File: config.mk
export PLATFORM = sky130hd
export DESIGN_NAME = multi_channel_led_blinker
export DESIGN_NICKNAME = d
export VERILOG_FILES = /design/src/hdl/mclb_pkg.sv /design/src/hdl/multi_channel_led_blinker.sv /design/src/hdl/mclb_front.sv /design/src/hdl/mclb_queue.sv /design/src/hdl/mclb_engine.sv
export VERILOG_INCLUDE_DIRS = /design/src /design/src/hdl
export SDC_FILE = /design/constraint.sdc
export NUM_CORES = 1
export LEC_CHECK = 0
export BUFFER_PORTS_ARGS = -buffer_cell sky130_fd_sc_hd__buf_4
export CAP_MARGIN = 10
export CORE_AREA = 2 2 179 164
export CTS_CLUSTER_DIAMETER = 30
export DETAILED_ROUTE_END_ITERATION = 6
export DIE_AREA = 0 0 181 166
export HOLD_SLACK_MARGIN = 0.02
export PLACE_DENSITY = 0.71
export SETUP_SLACK_MARGIN = 0.02
export SYNTH_ARGS = -nofsm -noshare
export SYNTH_HDL_FRONTEND = slang
export SYNTH_SLANG_ARGS = --single-unit
export TNS_END_PERCENT = 5
File: constraint.sdc
create_clock -name clock -period 4.8 [get_ports clock]
set_input_delay 0.48 -clock clock [delete_from_list [all_inputs] [get_ports clock]]
set_output_delay 0.48 -clock clock [all_outputs]
set_load 0.03 [all_outputs]
File: src/hdl/multi_channel_led_blinker_defines.svh
// ----------------------------------------------------------------------------
// Multi-channel LED blinker assertion macros
// Shared concurrent check forms, clocked on clock and disabled in reset.
// ----------------------------------------------------------------------------
`ifndef MULTI_CHANNEL_LED_BLINKER_DEFINES_SVH
`define MULTI_CHANNEL_LED_BLINKER_DEFINES_SVH

// consequent must hold in the same cycle as the antecedent
`define MCLB_ASSERT_SAME(lbl, ante, cons, msg) \
   lbl: assert property (@(posedge clock) disable iff (reset) (ante) |-> (cons)) \
      else $error(msg);

// consequent must hold in the cycle after the antecedent
`define MCLB_ASSERT_NEXT(lbl, ante, cons, msg) \
   lbl: assert property (@(posedge clock) disable iff (reset) (ante) |=> (cons)) \
      else $error(msg);

`endif

File: src/hdl/mclb_pkg.sv
// ----------------------------------------------------------------------------
// Multi-channel LED blinker package
// Shared codes, reload constants and the command word passed front to back.
// ----------------------------------------------------------------------------
`default_nettype none

package mclb_pkg;

   localparam int CNT_W    = 16;
   localparam int LED_W    = 3;
   localparam int CH_W     = 2;
   localparam int CH_EXT_W = 5;
   localparam int QUEUE_DEPTH = 2;
   localparam int QPTR_W   = 1;
   localparam int QCNT_W   = 2;

   localparam logic [CNT_W-1:0]    RELOAD_RESET = 16'd100;
   localparam logic [CNT_W-1:0]    RELOAD_ON    = 16'd10;
   localparam logic [CNT_W-1:0]    RELOAD_OFF   = 16'd500;
   localparam logic [CH_EXT_W-1:0] PATTERN_CH   = 5'd3;

   typedef enum logic [1:0] {
      ACT_NONE  = 2'd0,
      ACT_ON    = 2'd1,
      ACT_OFF   = 2'd2,
      ACT_BLINK = 2'd3
   } action_type;

   typedef enum logic [1:0] {
      CMD_TICK = 2'd0,
      CMD_SET  = 2'd1,
      CMD_SKIP = 2'd2
   } cmd_kind_type;

   typedef struct packed {
      cmd_kind_type     kind;
      logic [CH_W-1:0]  channel;
      action_type       action;
      logic [CNT_W-1:0] on_period;
      logic [CNT_W-1:0] off_period;
      logic             paused;
   } cmd_type;

   typedef struct packed {
      logic empty;
      logic full;
   } queue_status_type;

   typedef struct packed {
      logic idle;
      logic load;
   } eng_status_type;

endpackage

`default_nettype wire

File: src/hdl/multi_channel_led_blinker.sv
// ----------------------------------------------------------------------------
// Multi-channel LED blinker
// Countdown-driven LED controller with one pattern trigger channel.
// ----------------------------------------------------------------------------
// Usage:
//   Command channel: raise start with the req_ fields; the word is taken on
//   the rising edge where start is high and busy is low. req_mode low is a
//   one millisecond tick, high sets the style of req_channel.
//   Result channel: rsp_valid strobes for one cycle per word with the LED
//   levels after that word and the pattern_show pulse. The receiver cannot
//   stall, so no hold-off exists on this side.
//   Throughput: a tick walks every channel in the engine (one channel
//   per cycle through a single update path) and stops early when a paused
//   walk halts; a set, or a dropped set, ends at its first walk step. Words
//   back up in a two-entry queue; busy rises only while that queue is full.
//   Response: the strobe is raised in the cycle after the engine's last
//   walk step; queued words wait behind earlier ones.
//   Reset: synchronous; every countdown and period returns to 100, every
//   channel to not controlled, all LEDs off and the queue empties.
// ----------------------------------------------------------------------------
`default_nettype none
`include "multi_channel_led_blinker_defines.svh"

module multi_channel_led_blinker
   import mclb_pkg::*;
#(
   parameter int NUM_CHANNELS = 4
) (
   input  wire logic             clock,
   input  wire logic             reset,
   input  wire logic             start,
   output logic                  busy,
   input  wire logic             req_mode,
   input  wire logic [CH_W-1:0]  req_channel,
   input  wire logic [1:0]       req_action,
   input  wire logic [CNT_W-1:0] req_on_period,
   input  wire logic [CNT_W-1:0] req_off_period,
   input  wire logic             req_paused,
   output logic                  rsp_valid,
   output logic [LED_W-1:0]      rsp_led_levels,
   output logic                  rsp_pattern_show
);

   // queue handshake between front end and engine
   logic             q_push;
   logic             q_pop;
   cmd_type          q_wr_word;
   cmd_type          q_rd_word;
   queue_status_type q_status;
   eng_status_type   eng_status;
   logic             no_work;

   // classify incoming words; drop sets the model ignores into skip words
   mclb_front #(
      .NUM_CHANNELS (NUM_CHANNELS)
   ) u_front (
      .start          (start),
      .busy           (busy),
      .req_mode       (req_mode),
      .req_channel    (req_channel),
      .req_action     (req_action),
      .req_on_period  (req_on_period),
      .req_off_period (req_off_period),
      .req_paused     (req_paused),
      .q_status       (q_status),
      .q_push         (q_push),
      .q_word         (q_wr_word)
   );

   // hold words while the engine walks
   mclb_queue u_queue (
      .clock   (clock),
      .reset   (reset),
      .push    (q_push),
      .wr_word (q_wr_word),
      .pop     (q_pop),
      .rd_word (q_rd_word),
      .status  (q_status)
   );

   // advance countdowns, drive LEDs and strobe one result per word
   mclb_engine #(
      .NUM_CHANNELS (NUM_CHANNELS)
   ) u_engine (
      .clock            (clock),
      .reset            (reset),
      .q_status         (q_status),
      .q_word           (q_rd_word),
      .q_pop            (q_pop),
      .status           (eng_status),
      .rsp_valid        (rsp_valid),
      .rsp_led_levels   (rsp_led_levels),
      .rsp_pattern_show (rsp_pattern_show)
   );

   assign no_work = !start && q_status.empty && eng_status.idle;

   // no work pending means no strobe next cycle
   `MCLB_ASSERT_NEXT(a_no_spurious_rsp, no_work, !rsp_valid, "strobe with no word pending")
   // an idle engine leaves the LED drive alone
   `MCLB_ASSERT_NEXT(a_led_idle, eng_status.idle, $stable(rsp_led_levels), "LED moved in idle")
   // the engine never draws from an empty queue
   `MCLB_ASSERT_SAME(a_no_underflow, eng_status.load, !q_status.empty, "pop from empty queue")

endmodule

`default_nettype wire

File: src/hdl/mclb_front.sv
// ----------------------------------------------------------------------------
// Blinker front end
// Accepts request words and classifies them as tick, set or dropped set.
// ----------------------------------------------------------------------------
`default_nettype none

module mclb_front
   import mclb_pkg::*;
#(
   parameter int NUM_CHANNELS = 4
) (
   input  wire logic             start,
   output logic                  busy,
   input  wire logic             req_mode,
   input  wire logic [CH_W-1:0]  req_channel,
   input  wire logic [1:0]       req_action,
   input  wire logic [CNT_W-1:0] req_on_period,
   input  wire logic [CNT_W-1:0] req_off_period,
   input  wire logic             req_paused,
   input  wire queue_status_type q_status,
   output logic                  q_push,
   output cmd_type               q_word
);

   logic [CH_EXT_W-1:0] ch_ext;
   logic                set_ok;

   assign ch_ext = CH_EXT_W'(req_channel);
   // drop sets to absent channels, and plain channels while paused
   assign set_ok = (ch_ext < CH_EXT_W'(NUM_CHANNELS)) &&
                   !(req_paused && (ch_ext != PATTERN_CH));

   assign busy   = q_status.full;
   assign q_push = start && !q_status.full;

   always_comb begin
      q_word.channel    = req_channel;
      q_word.action     = action_type'(req_action);
      q_word.on_period  = req_on_period;
      q_word.off_period = req_off_period;
      q_word.paused     = req_paused;
      if (!req_mode) begin
         q_word.kind = CMD_TICK;
      end else if (set_ok) begin
         q_word.kind = CMD_SET;
      end else begin
         q_word.kind = CMD_SKIP;
      end
   end

endmodule

`default_nettype wire

File: src/hdl/mclb_queue.sv
// ----------------------------------------------------------------------------
// Blinker command queue
// Short first-in first-out buffer between the front end and the engine.
// ----------------------------------------------------------------------------
`default_nettype none

module mclb_queue
   import mclb_pkg::*;
(
   input  wire logic       clock,
   input  wire logic       reset,
   input  wire logic       push,
   input  wire cmd_type    wr_word,
   input  wire logic       pop,
   output cmd_type         rd_word,
   output queue_status_type status
);

   cmd_type             mem_ff [QUEUE_DEPTH];
   logic [QPTR_W-1:0]   wr_ptr_ff;
   logic [QPTR_W-1:0]   rd_ptr_ff;
   logic [QCNT_W-1:0]   count_ff;
   logic [QCNT_W-1:0]   count_in;

   always_comb begin
      count_in = count_ff;
      if (push && !pop) begin
         count_in = count_ff + QCNT_W'(1);
      end else if (pop && !push) begin
         count_in = count_ff - QCNT_W'(1);
      end
   end

   always_ff @(posedge clock) begin
      if (reset) begin
         wr_ptr_ff <= '0;
         rd_ptr_ff <= '0;
         count_ff  <= '0;
      end else begin
         count_ff <= count_in;
         if (push) begin
            wr_ptr_ff <= wr_ptr_ff + QPTR_W'(1);
         end
         if (pop) begin
            rd_ptr_ff <= rd_ptr_ff + QPTR_W'(1);
         end
      end
   end

   always_ff @(posedge clock) begin
      if (push) begin
         mem_ff[wr_ptr_ff] <= wr_word;
      end
   end

   assign rd_word      = mem_ff[rd_ptr_ff];
   assign status.empty = (count_ff == '0);
   assign status.full  = (count_ff == QCNT_W'(QUEUE_DEPTH));

endmodule

`default_nettype wire

File: src/hdl/mclb_engine.sv
// ----------------------------------------------------------------------------
// Blinker channel engine
// Walks the channels one per cycle, updates countdowns and LED drive.
// ----------------------------------------------------------------------------
`default_nettype none

module mclb_engine
   import mclb_pkg::*;
#(
   parameter int NUM_CHANNELS = 4
) (
   input  wire logic         clock,
   input  wire logic         reset,
   input  wire queue_status_type q_status,
   input  wire cmd_type      q_word,
   output logic              q_pop,
   output eng_status_type    status,
   output logic              rsp_valid,
   output logic [LED_W-1:0]  rsp_led_levels,
   output logic              rsp_pattern_show
);

   localparam int IW = $clog2(NUM_CHANNELS);

   typedef enum logic {
      S_IDLE,
      S_WALK
   } state_type;

   state_type           state_ff;
   cmd_type             cmd_ff;
   logic [IW-1:0]       idx_ff;
   logic                pulse_acc_ff;
   logic [CNT_W-1:0]    cnt_ff  [NUM_CHANNELS];
   action_type          act_ff  [NUM_CHANNELS];
   logic [CNT_W-1:0]    on_ff   [NUM_CHANNELS];
   logic [CNT_W-1:0]    off_ff  [NUM_CHANNELS];
   logic [LED_W-1:0]    led_ff;
   logic                valid_ff;
   logic                show_ff;

   logic                is_tick;
   logic                is_set;
   logic [CH_EXT_W-1:0] ch_ext;
   logic                plain;
   logic                is_pat;
   logic [LED_W-1:0]    mask;
   action_type          cur_act;
   logic [CNT_W-1:0]    cur_on;
   logic [CNT_W-1:0]    cur_off;
   logic [CNT_W-1:0]    dec;
   logic [CNT_W-1:0]    cnt_base;
   logic [LED_W-1:0]    led_base;
   logic [LED_W-1:0]    led_new;
   logic [CNT_W-1:0]    cnt_new;
   logic                pulse_now;
   logic                do_proc;
   logic                halt;
   logic                last;
   logic                walking;
   logic                finish;
   logic                load;
   logic [CNT_W-1:0]    cnt_in;
   logic [LED_W-1:0]    led_in;
   logic                pulse_in;

   assign is_tick = (cmd_ff.kind == CMD_TICK);
   assign is_set  = (cmd_ff.kind == CMD_SET);
   assign ch_ext  = CH_EXT_W'(idx_ff);
   assign plain   = (ch_ext < CH_EXT_W'(LED_W));
   assign is_pat  = (ch_ext == PATTERN_CH);
   assign mask    = plain ? (LED_W'(1) << idx_ff) : '0;

   // a set uses the incoming style, a tick the stored one
   assign cur_act  = is_set ? cmd_ff.action     : act_ff[idx_ff];
   assign cur_on   = is_set ? cmd_ff.on_period  : on_ff[idx_ff];
   assign cur_off  = is_set ? cmd_ff.off_period : off_ff[idx_ff];
   assign dec      = cnt_ff[idx_ff] - CNT_W'(1);
   assign cnt_base = is_set ? cnt_ff[idx_ff] : dec;
   assign led_base = (is_set && (cur_act == ACT_BLINK)) ? (led_ff & ~mask) : led_ff;

   always_comb begin
      led_new   = led_base;
      cnt_new   = cnt_base;
      pulse_now = 1'b0;
      case (cur_act)
         ACT_ON: begin
            led_new   = led_base | mask;
            pulse_now = is_pat;
            cnt_new   = RELOAD_ON;
         end
         ACT_OFF: begin
            led_new = led_base & ~mask;
            cnt_new = RELOAD_OFF;
         end
         ACT_BLINK: begin
            if (plain) begin
               led_new = led_base ^ mask;
               cnt_new = (((led_base ^ mask) & mask) != '0) ? cur_on : cur_off;
            end
         end
         default: begin
         end
      endcase
   end

   assign halt    = is_tick && (dec == '0) && cmd_ff.paused && !is_pat;
   assign do_proc = is_set || (is_tick && (dec == '0) && !halt);
   assign last    = !is_tick || halt || (idx_ff == IW'(NUM_CHANNELS - 1));
   assign walking = (state_ff == S_WALK);
   assign finish  = walking && last;
   assign load    = !q_status.empty && ((state_ff == S_IDLE) || finish);

   assign cnt_in   = do_proc ? cnt_new : cnt_base;
   assign led_in   = do_proc ? led_new : led_ff;
   assign pulse_in = pulse_acc_ff || (do_proc && pulse_now);

   always_ff @(posedge clock) begin
      if (reset) begin
         state_ff     <= S_IDLE;
         idx_ff       <= '0;
         pulse_acc_ff <= 1'b0;
         led_ff       <= '0;
         valid_ff     <= 1'b0;
         show_ff      <= 1'b0;
         for (int i = 0; i < NUM_CHANNELS; i++) begin
            cnt_ff[i] <= RELOAD_RESET;
            act_ff[i] <= ACT_NONE;
            on_ff[i]  <= RELOAD_RESET;
            off_ff[i] <= RELOAD_RESET;
         end
      end else begin
         valid_ff <= finish;
         show_ff  <= finish && pulse_in;
         if (walking) begin
            if (is_tick || is_set) begin
               cnt_ff[idx_ff] <= cnt_in;
               led_ff         <= led_in;
            end
            if (is_set) begin
               act_ff[idx_ff] <= cmd_ff.action;
               on_ff[idx_ff]  <= cmd_ff.on_period;
               off_ff[idx_ff] <= cmd_ff.off_period;
            end
         end
         if (load) begin
            state_ff     <= S_WALK;
            cmd_ff       <= q_word;
            idx_ff       <= (q_word.kind == CMD_SET) ? IW'(q_word.channel) : '0;
            pulse_acc_ff <= 1'b0;
         end else if (finish) begin
            state_ff <= S_IDLE;
         end else if (walking) begin
            idx_ff       <= idx_ff + IW'(1);
            pulse_acc_ff <= pulse_in;
         end
      end
   end

   assign q_pop            = load;
   assign status.idle      = (state_ff == S_IDLE);
   assign status.load      = load;
   assign rsp_valid        = valid_ff;
   assign rsp_led_levels   = led_ff;
   assign rsp_pattern_show = show_ff;

endmodule

`default_nettype wire

### After elaboration in Yosys (flattened, before gate mapping)

Memory sizes are Yosys's and may differ from the RTL's. A register that Yosys moved wholly into a read port is not among the register bits.
Cells that the tools add are included.
Widths: inputs -> output; s select.

| storage, ports and cells | value |
|---|---|
| latch bits | 0 |
| memory bits (read-only) | 0 |
| register bits | 50 |
| input port bits | 41 |
| memories | 5 |
| memory bits (writable) | 278 |
| output and inout bits | 6 |

Memories:

| name | words | width | read ports | clocked after Yosys merged registers in | wr ports | RTL line | text |
|---|---|---|---|---|---|---|---|
| u_queue.mem_ff | 2 | 39 | 1 | 1 | 1 | mclb_queue.sv:19 | `cmd_type mem_ff [QUEUE_DEPTH];` |
| u_engine.cnt_ff | 4 | 16 | 1 | 1 | 4 | mclb_engine.sv:34 | `logic [CNT_W-1:0] cnt_ff [NUM_CHANNELS];` |
| u_engine.off_ff | 4 | 16 | 1 | 1 | 4 | mclb_engine.sv:37 | `logic [CNT_W-1:0] off_ff [NUM_CHANNELS];` |
| u_engine.on_ff | 4 | 16 | 1 | 1 | 4 | mclb_engine.sv:36 | `logic [CNT_W-1:0] on_ff [NUM_CHANNELS];` |
| u_engine.act_ff | 4 | 2 | 1 | 1 | 4 | mclb_engine.sv:35 | `action_type act_ff [NUM_CHANNELS];` |

| operators by class | value |
|---|---|
| multiplexer cells | 57 |
| divide/modulo/power cells | 0 |
| multiply operators | 0 |
| order comparisons | 2 |
| reductions and logical operators | 44 |
| equality and inequality tests | 9 |
| bitwise operators | 9 |
| add/sub/neg operators | 6 |
| shift operators | 1 |

Operators by type and width:

| kind | count |
|---|---|
| $mux 16 | 9 |
| $pmux 16 s3 | 1 |
| $reduce_or 16->1 | 3 |
| $mux 2 | 22 |
| $mux 1 | 21 |
| $logic_not 16->1 | 1 |
| $sub 16x1->16 const B | 1 |
| $logic_and 1x1->1 | 14 |
| $and 3x3->3 | 3 |
| $mux 3 | 3 |
| $pmux 3 s3 | 1 |
| $eq 2x2->1 const B | 4 |
| $logic_not 1->1 | 8 |
| $eq 2x1->1 const B | 3 |
| $logic_or 1x1->1 | 6 |
| $reduce_and 2->1 | 3 |
| $reduce_bool 2->1 | 3 |
| $add 2x1->2 const B | 2 |
| $logic_not 2->1 | 2 |
| $ne 2x2->1 const B | 2 |
| $reduce_or 2->1 | 2 |
| $lt 2x3->1 const B | 1 |
| $not 1->1 | 3 |
| $not 3->3 | 1 |
| 8 further kinds | 9 |

### Depth between registers and ports, before layout

Gate-level depths: netlist of run 1.

| depth | value |
|---|---|
| word-level depth | 14 |
| mapped depth | 16 |

### Cells and area by module

Synthesis of run 1 repeated with hierarchy kept, for this count alone.

| second synthesis, totals | value |
|---|---|
| cell total of the unflattened synthesis | 1,113 |
| area, all modules | 15,327.2 sq um |

Modules (own cells, without submodules):

| module | sequential area each (sq um) | times used | cells each | area an instance (sq um) |
|---|---|---|---|---|
| mclb_engine | 7,337.0 | 1 | 928 | 12,000.3 |
| mclb_queue | 2,442.3 | 1 | 143 | 3,017.9 |
| mclb_front | 0.0 | 1 | 42 | 309.0 |

### Least setup slack after synthesis of run 1

OpenSTA, ideal clock, no wires.

| path | value |
|---|---|
| path kind | register to register |
| start point | register (tool-made name) |
| end point | register u_engine.cmd_ff[0] (netlist name) (enable) |
| library setup time | 0.436 ns |
| stages on the path, launching flop included | 13 |
| slack | -0.382 ns |
| period minus slack after synthesis | 5.182 ns |
| required time | 4.364 ns |
| data arrival time | 4.746 ns |
| path through | dfxtp_1 buf_6 mux4_2 inv_1 ha_1 and4_1 buf_1 o21ai_1 o41ai_2 nand3_1 nor3b_2 o22a_2 nor2b_1 |

RTL lines:

| what | RTL line | text |
|---|---|---|
| end signal, assigned | mclb_engine.sv:148 | `cmd_ff <= q_word;` |
| end, declared | mclb_engine.sv:31 | `cmd_type cmd_ff;` |

==> results summary, run 1 <==
The share of the Yosys chip area taken by registers is around 63%. The power density over the cells is about 560 nW/um^2. When the netlist entered floorplanning its net count stood at approximately 1200. Among all cell types in the netlist, the one instantiated most often is edfxtp_1.

The DRC violation count after routing is 0. The count of state elements after synthesis is roughly 330. The total routing resource utilization after global routing came out at ~25%.

The cell area after placement is 16500 sq um. The number of rows created at floorplan is between 50 and 60. The worst setup path is of the reg2reg kind. STA classifies the critical path startpoint as a flip-flop. Relative to the synthesized area, the layout overhead comes to 20.7%. The global-route wire length before repair came out at ~58 mm. The count of filler cells inserted in the layout is about 2000.

The maximum cell stage delay along the critical path is slightly above 600 ps. The maximum buffer depth of the clock tree came out at 3. The critical path required time is between 5000 and 6000 ps. The final design area excluding fillers came out at 18800 sq um.

Setup repair after global routing left no endpoint under its margin. In the synthesized netlist the dominant register cell turns out to be edfxtp_1. Counting flops with a built-in enable in the synthesized netlist gives ~320.

In the post-synthesis netlist, the biggest area contributors are edfxtp_1 61%, mux4_2 7.7%, mux2_2 3.6%. The root cell of the clock tree is clkbuf_16. TritonCTS built the clock tree.

The initial utilization of the core area, before any placement, comes to a little under three fifths. The routed wirelength normalized by instance count is around 23 microns. The area of the core region is ~28000 sq um. The analysis attributes to cell leakage a power of 0.00671 uW. The fraction of final layout cells sized beyond drive strength 1 came out at 27.3%. Once the clock tree was built, the setup fixing pass inserted 0 buffers. Yosys mapped the design onto 75 distinct sky130hd cell types. The register cell area after layout came out at around 10000 sq um.

The final setup skew came out at 32.6 ps. The peak fanout along the critical path is 15. The max-slew headroom at the worst pin came out at a little over a fifth. The number of synthesis warnings is 0. Across all layers, the routed design uses around 9900 vias.

The slowest stage of the critical path belongs to the cell mux4_2. The endpoint arrival time on the critical path is between 4000 and 5000 ps. The overall die height is around 170 microns. The clock insertion delay at the later pin of the skew report came out at 580 ps. The multi-input combinational cells in the finished layout cover a total of approximately 5500 sq um. The area share of the leading cell type in the synthesized netlist came out at slightly above 60%. The clock period minus worst slack is ~4500 ps. The transition time at the pin with the least slew margin is around 1200 ps. Wires add up to approximately 37 mm. The startpoint of the tightest hold check path is req_off_period[4].

The number of pins exceeding their max-slew limit in the final report is 0. Ranked by instance count, the synthesized netlist is headed by 315 x edfxtp_1, 90 x nor2_1, 78 x and3_1, 53 x mux4_2. Summing internal, switching and leakage power gives between 10000 and 15000 uW. The full die area came out at ~30000 sq um. The sink count of the clock tree came out at about 330. The worst setup slack after layout is about 330 ps.

The DRC marker count from the first detailed-route iteration came out at 912. The setup-violating endpoint count in the final report came out at 0. The number of antenna diodes in the final layout is 0. The worst setup path is captured at a flip-flop.

The initial antenna violation count was 0. Across the run, the number of max-cap violations was 0. The count of TritonRoute iterations in the first routing pass is 5. Of all cell types, the one taking the most synthesized area is edfxtp_1. The half-perimeter wire length after placement came out at around 23 mm. The I/O pin total is 47. The kind of path behind the tightest hold check is in2reg. The total number of nets in the final design is roughly 1200. The signal on the critical path passes through mux4_2, inv_1, ha_1, and4b_1, o21ai_1, o41ai_2, nand3_2, nor3b_4, o22a_2, inv_2, ha_1, or3_1, a21oi_1. TritonCTS created slightly below 70 clock buffers. The routed via count divided by cell count came out at roughly 6.1.

After layout, the worst path uses roughly 93% of the clock period. The proportion of synthesized flip-flops having asynchronous set or reset came out at 0%. By instance count, the cell type seen most on the critical path is ha_1.

The run finished with clean final reports. The peak supply drop came out at between 0.0004 and 0.0005 V. The final antenna-violating net count is 0.

The global route total overflow is 0. The number of failing hold endpoints at the final stage came out at 0. The synthesized area divided by synthesized cell count is around 14 sq um. Clock-pin slew was measured on the worst setup and hold paths at ~50 ps.

The H-tree depth came out at 3. The maximum clock frequency came out at about 220 MHz. For the final routed database, the setup TNS stands at 0 ps.

Entering global routing, the biggest net connects between 50 and 60 pins. The synthesized area came out at 15600 sq um. The setup slack at placement is approximately 270 ps.

The congestion estimate from routability-driven global placement came to just over 0.9. The gate count after technology mapping came out at 1105. The via count of the first global-routing pass came out at a little over 10000. The count of buffers from port buffering is 46. The overall die width came out at approximately 180 microns.
worst max-delay path, delay by kind of cell, from the launching register on:
kind | cells | cell delay, ps
buffers and inverters | 2 | 170
AO/OA/AOI/OAI | 4 | 1150
adder cells (fa/ha/maj) | 2 | 560
flip-flops | 1 | 540
multiplexers | 1 | 620
AND/OR/NAND/NOR | 4 | 1360
kinds of logic after synthesis:
logic type      synth area share, %
simple gates                   13.3
flops                          62.7
compound gates                 6.13
mux                            13.1
buf+inv                        2.50
xor+xnor                      0.955
fa+ha+maj                      1.28
power breakdown:
group          leakage [uW]  internal [uW]  switching, uW  total [uW]
Sequential          0.00315           3560            210        3770
Clock               0.00110           2990           1600        4590
Combinational       0.00246            836           1360        2200
Total               0.00671           7390           3170       10600
state kept, by name (all words and copies together) (netlist names), named ones only:
signal	flops
u_engine.cnt_ff	64
u_engine.rsp_valid	1
u_queue.count_ff	2
u_engine.state_ff	1
u_engine.on_ff	64
u_queue.rd_ptr_ff	1
u_engine.pulse_acc_ff	1
u_engine.cmd_ff	37
u_engine.off_ff	64
u_queue.mem_ff	78
u_engine.idx_ff	2
u_engine.act_ff	8
u_engine.rsp_led_levels	3
u_engine.rsp_pattern_show	1
u_queue.wr_ptr_ff	1
final timing paths:
kind | end | slack, ps | cells past startpoint
max | u_queue.count_ff[1]$_SDFFE_PP0P_ | 330 | 13
min | u_queue.mem_ff[1][5]$_DFFE_PP_ | 80 | 1
max reg2reg | u_queue.count_ff[1]$_SDFFE_PP0P_ | 330 | 13
min reg2reg | u_engine.pulse_acc_ff$_SDFFE_PP0P_ | 470 | 1
routing by layer:
layer	GRT usage [%]	part of all wire (%)	routed length, microns	vias to the layer above
met5	0	0	0	-
li1	-	-	-	4441
met3	4.78	7.4	2710	80
met4	9.05	2.6	971	0
met1	34.6	42	15400	4958
met2	39.8	48	17600	415
cells in the final DEF, fill, tap and decap left out, types with 7 or more instances in the layout:
master      Yosys  layout
dfxtp_1        16      13
clkbuf_1       50       8
nand2b_1       30      30
and2_1         29      29
ha_1           16      16
nor4_1          9       9
a211oi_1       12      12
nand3b_1        7       7
nor3_1         15      13
nor2_1         90      89
mux4_2         53      53
xnor2_1         8       8
clkbuf_16       0      69
clkinvlp_4      0      11
edfxtp_1      315     315
buf_4           2      81
inv_1          21      21
or3_1          11      11
xor2_1          9       9
nor2b_1        10       8
and3_1         78      77
a21oi_1        45      45
o21ai_0        19      19
nand3_1        18      17
mux2i_1        26      26
clkinv_2        0      15
nand2_1        38      38
o31ai_1        17      17
or2_2          10      10
mux2_2         50      50
layout make-up:
| cell class | count | area share (%) |
|---|---|---|
| clock inverter | 47 | 2.92 |
| clock buffer | 79 | 9.48 |
| multi-input combinational | 679 | 29.1 |
| sequential | 331 | 52.0 |
| inverter | 23 | 0.459 |
| timing repair buffer | 85 | 3.66 |
| tap | 366 | 2.43 |
what timing repair did:
| item | 4_1_cts | 5_1_grt |
|---|---|---|
| gates resized for setup | 0 | 2 |
| endpoints found under the setup margin | 0 | 1 |
| hold buffers | 0 | 0 |
stage by stage:
| stage | instances | util (%) | hold slack (ps) |
|---|---|---|---|
| finish | 1610 | 66.4 | 82.6 |
| global placement | 1484 | 58.1 | 473 |
| detailed placement | 1484 | 58.1 | 466 |
| floorplan | 1105 | - | 454 |
| global route | 1610 | 66.4 | 70.9 |
| CTS | 1610 | 66.4 | 64.7 |
Power figures use the tool's default switching activity.
==> inputs of run 2 (changes only) <==
Settings changed: CTS_BUF_LIST from default to sky130_fd_sc_hd__clkbuf_16.
==> run 2 against run 1 <==
Net effect: combinational power hardly changed; total power is 0.39% lower; core utilization is 0.071 points lower; critical endpoint unchanged.
==> results summary, run 2 (synthesis results as in run 1) <==
The area of the core region is between 20000 and 30000 sq um. The die is roughly 180 microns wide. The HPWL after detailed placement is between 20 and 25 mm. The routability congestion estimate from global placement came out at 0.906. The later pin in the worst-skew pair is clocked with a latency of 580 ps. TritonCTS built the clock tree. The signal on the critical path passes through mux4_2, inv_1, ha_1, and4b_1, o21ai_1, o41ai_2, nand3_2, nor3b_4, o22a_2, inv_2, ha_1, or3_1, a21oi_1. The peak fanout along the critical path is 15. The worst setup path is launched from a flip-flop. The count of buffers from port buffering is 46. In this design, the critical path's most frequently occurring cell is ha_1. The initial antenna violation count is 0. The routed wirelength normalized by instance count is about 23 microns.

The worst-case IR drop observed on VDD is approximately 0.00042 V. The synthesis-to-layout area growth came out at 20.6%. The largest net degree at the start of global routing came out at 56.

CTS placed an instance of clkbuf_16 at the clock tree root. The flow ran to the end, and the final reports show no timing, DRC or antenna violations. The initial cell density of the core came out at a little under three fifths. The setup-violating endpoint count in the final report came out at 0.

The number of pins exceeding their max-slew limit in the final report is 0. The count of inserted antenna diode cells is 0. The slowest stage of the critical path is the mux4_2 cell. The full die area is 30000 sq um. In this run the worst hold path is classified as in2reg. The DRC violation count after routing is 0.

The post-route fraction of the period consumed by the critical path came out at 92.9%. Setup repair after global routing left no endpoint under its margin. In this run, the number of DRC markers left after iteration 0 of detailed routing was approximately 860. The power density over the cells came out at between 500 and 600 nW/um^2. The sink count of the clock tree is between 300 and 400.

Grouping stages by cell kind, the critical path spends the most delay in simple AND/OR/NAND/NOR gates. u_queue.mem_ff holds more flip-flops than any other register. After detailed placement, the total cell area comes to approximately 16000 sq um. The analysis attributes to cell leakage a power of roughly 0.0067 uW. At the pin with the least slew margin, the transition time is about 1200 ps. The post-route netlist has between 20 and 30% of its cells at a drive strength greater than 1. The post-route setup TNS came out at 0 ps. The final antenna-violating net count came out at 0.

The number of failing hold endpoints at the final stage came out at 0. The via count of the first global-routing pass came out at 10200. The clock transition at the registers of the reported paths is about 50 ps. The max-slew headroom at the worst pin came out at 21.5%.

The register with the most flip-flops in the layout has slightly below 80 of them. The total number of nets in the final design came out at ~1200. Derived from the worst setup path, the maximum achievable clock frequency is 224 MHz. In this run the vertical extent of the chip is 166 microns. The clock period minus worst slack is about 4500 ps. Global routing used around 25% of the available tracks. Counting the fill cells in the layout gives 1981.

The H-tree was split into 3 levels. The routed via count divided by cell count came out at between 6 and 7. Across all layers, the routed design uses between 9000 and 10000 vias. Leaving out fill and tap cells, the most frequent cell in the layout is edfxtp_1. Leaving out fill and tap cells, the most frequent cells in the layout are 315 x edfxtp_1, 89 x nor2_1, 81 x buf_4. The global route total overflow is 0. The final setup skew is 35.0 ps.

The number of buffers added to fix hold violations after cts came out at 0. The combined buffer and inverter count along the critical path came out at 2. The I/O pin total is 47. The global-route wire length before repair came out at 57.9 mm. By startpoint and endpoint, the worst setup path is classified as reg2reg.

The finished cells cover 18800 sq um. The critical path required time came out at roughly 5300 ps. In this design, the stage delay of the slowest critical-path cell is approximately 620 ps. The endpoint arrival time on the critical path is between 4000 and 5000 ps.

The worst setup path is captured at a flip-flop. The count of TritonRoute iterations in the first routing pass came out at 6. The number of max-cap violations came out at 0. The number of buffers created by CTS came out at 69. The total wirelength of the detailed-routed design came out at 36.7 mm.

The maximum buffer depth of the clock tree is 3. The number of rows created at floorplan came out at 59. The utilization of the core after routing came out at 66.3%.
-- run 2: layout make-up --
class                           count  area, sq um  area share, %
Clock buffer                       69         1730           9.18
Clock inverter                     57          588           3.13
Sequential cell                   331         9790           52.0
Timing Repair Buffer               85          688           3.66
Inverter                           23         86.3          0.459
Multi-Input combinational cell    679         5470           29.1
Tap cell                          366          458           2.44
-- run 2: through the flow --
| stage | total power [uW] | cells | worst slack (ps) | hold slack, ps |
|---|---|---|---|---|
| 5_1_grt | 10900 | 1610 | 3.40 | 71.6 |
| 4_1_cts | 10500 | 1610 | 233 | 68.5 |
| 2_1_floorplan | 5230 | 1105 | 317 | 454 |
| 3_5_place_dp | 5990 | 1484 | 268 | 466 |
| 3_3_place_gp | 5940 | 1484 | 375 | 473 |
| 6_report | 10500 | 1610 | 343 | 80.7 |
-- run 2: where the power goes --
| part | switching, uW | total (uW) | internal [uW] |
|---|---|---|---|
| Sequential | 210 | 3770 | 3560 |
| Clock | 1610 | 4550 | 2940 |
| Combinational | 1360 | 2200 | 836 |
| Total | 3180 | 10500 | 7340 |
-- run 2: what timing repair did --
item,CTS,global route
gates resized for setup,0,2
hold endpoints to repair,0,0
setup endpoints to repair,0,1
setup buffers,0,0
-- run 2: path summary, 6_finish.rpt --
kind	end	cells after the start	slack [ps]	startpoint
min	u_queue.mem_ff[1][5]$_DFFE_PP_	1	80	req_off_period[4]
max	u_queue.count_ff[1]$_SDFFE_PP0P_	13	340	flip-flop
max reg2reg	u_queue.count_ff[1]$_SDFFE_PP0P_	13	340	flip-flop
min reg2reg	u_engine.pulse_acc_ff$_SDFFE_PP0P_	1	470	u_engine.pulse_acc_ff$_SDFFE_PP0P_
-- run 2: routing by layer --
layer,up-vias,share of wire (%),GRT usage [%]
met5,-,0,0
met4,0,3.0,9.69
li1,4457,-,-
met2,406,48,39.8
met1,4877,42,34.5
met3,83,7.3,4.54
-- run 2: worst register-to-register path, cell delays in order (launching register included) --
cell	delay (ps)
dfxtp_4	530
mux4_2	620
inv_1	130
ha_1	250
and4b_1	350
o21ai_1	210
o41ai_2	520
nand3_2	280
nor3b_4	360
o22a_2	270
inv_2	50
ha_1	310
or3_1	360
a21oi_1	140
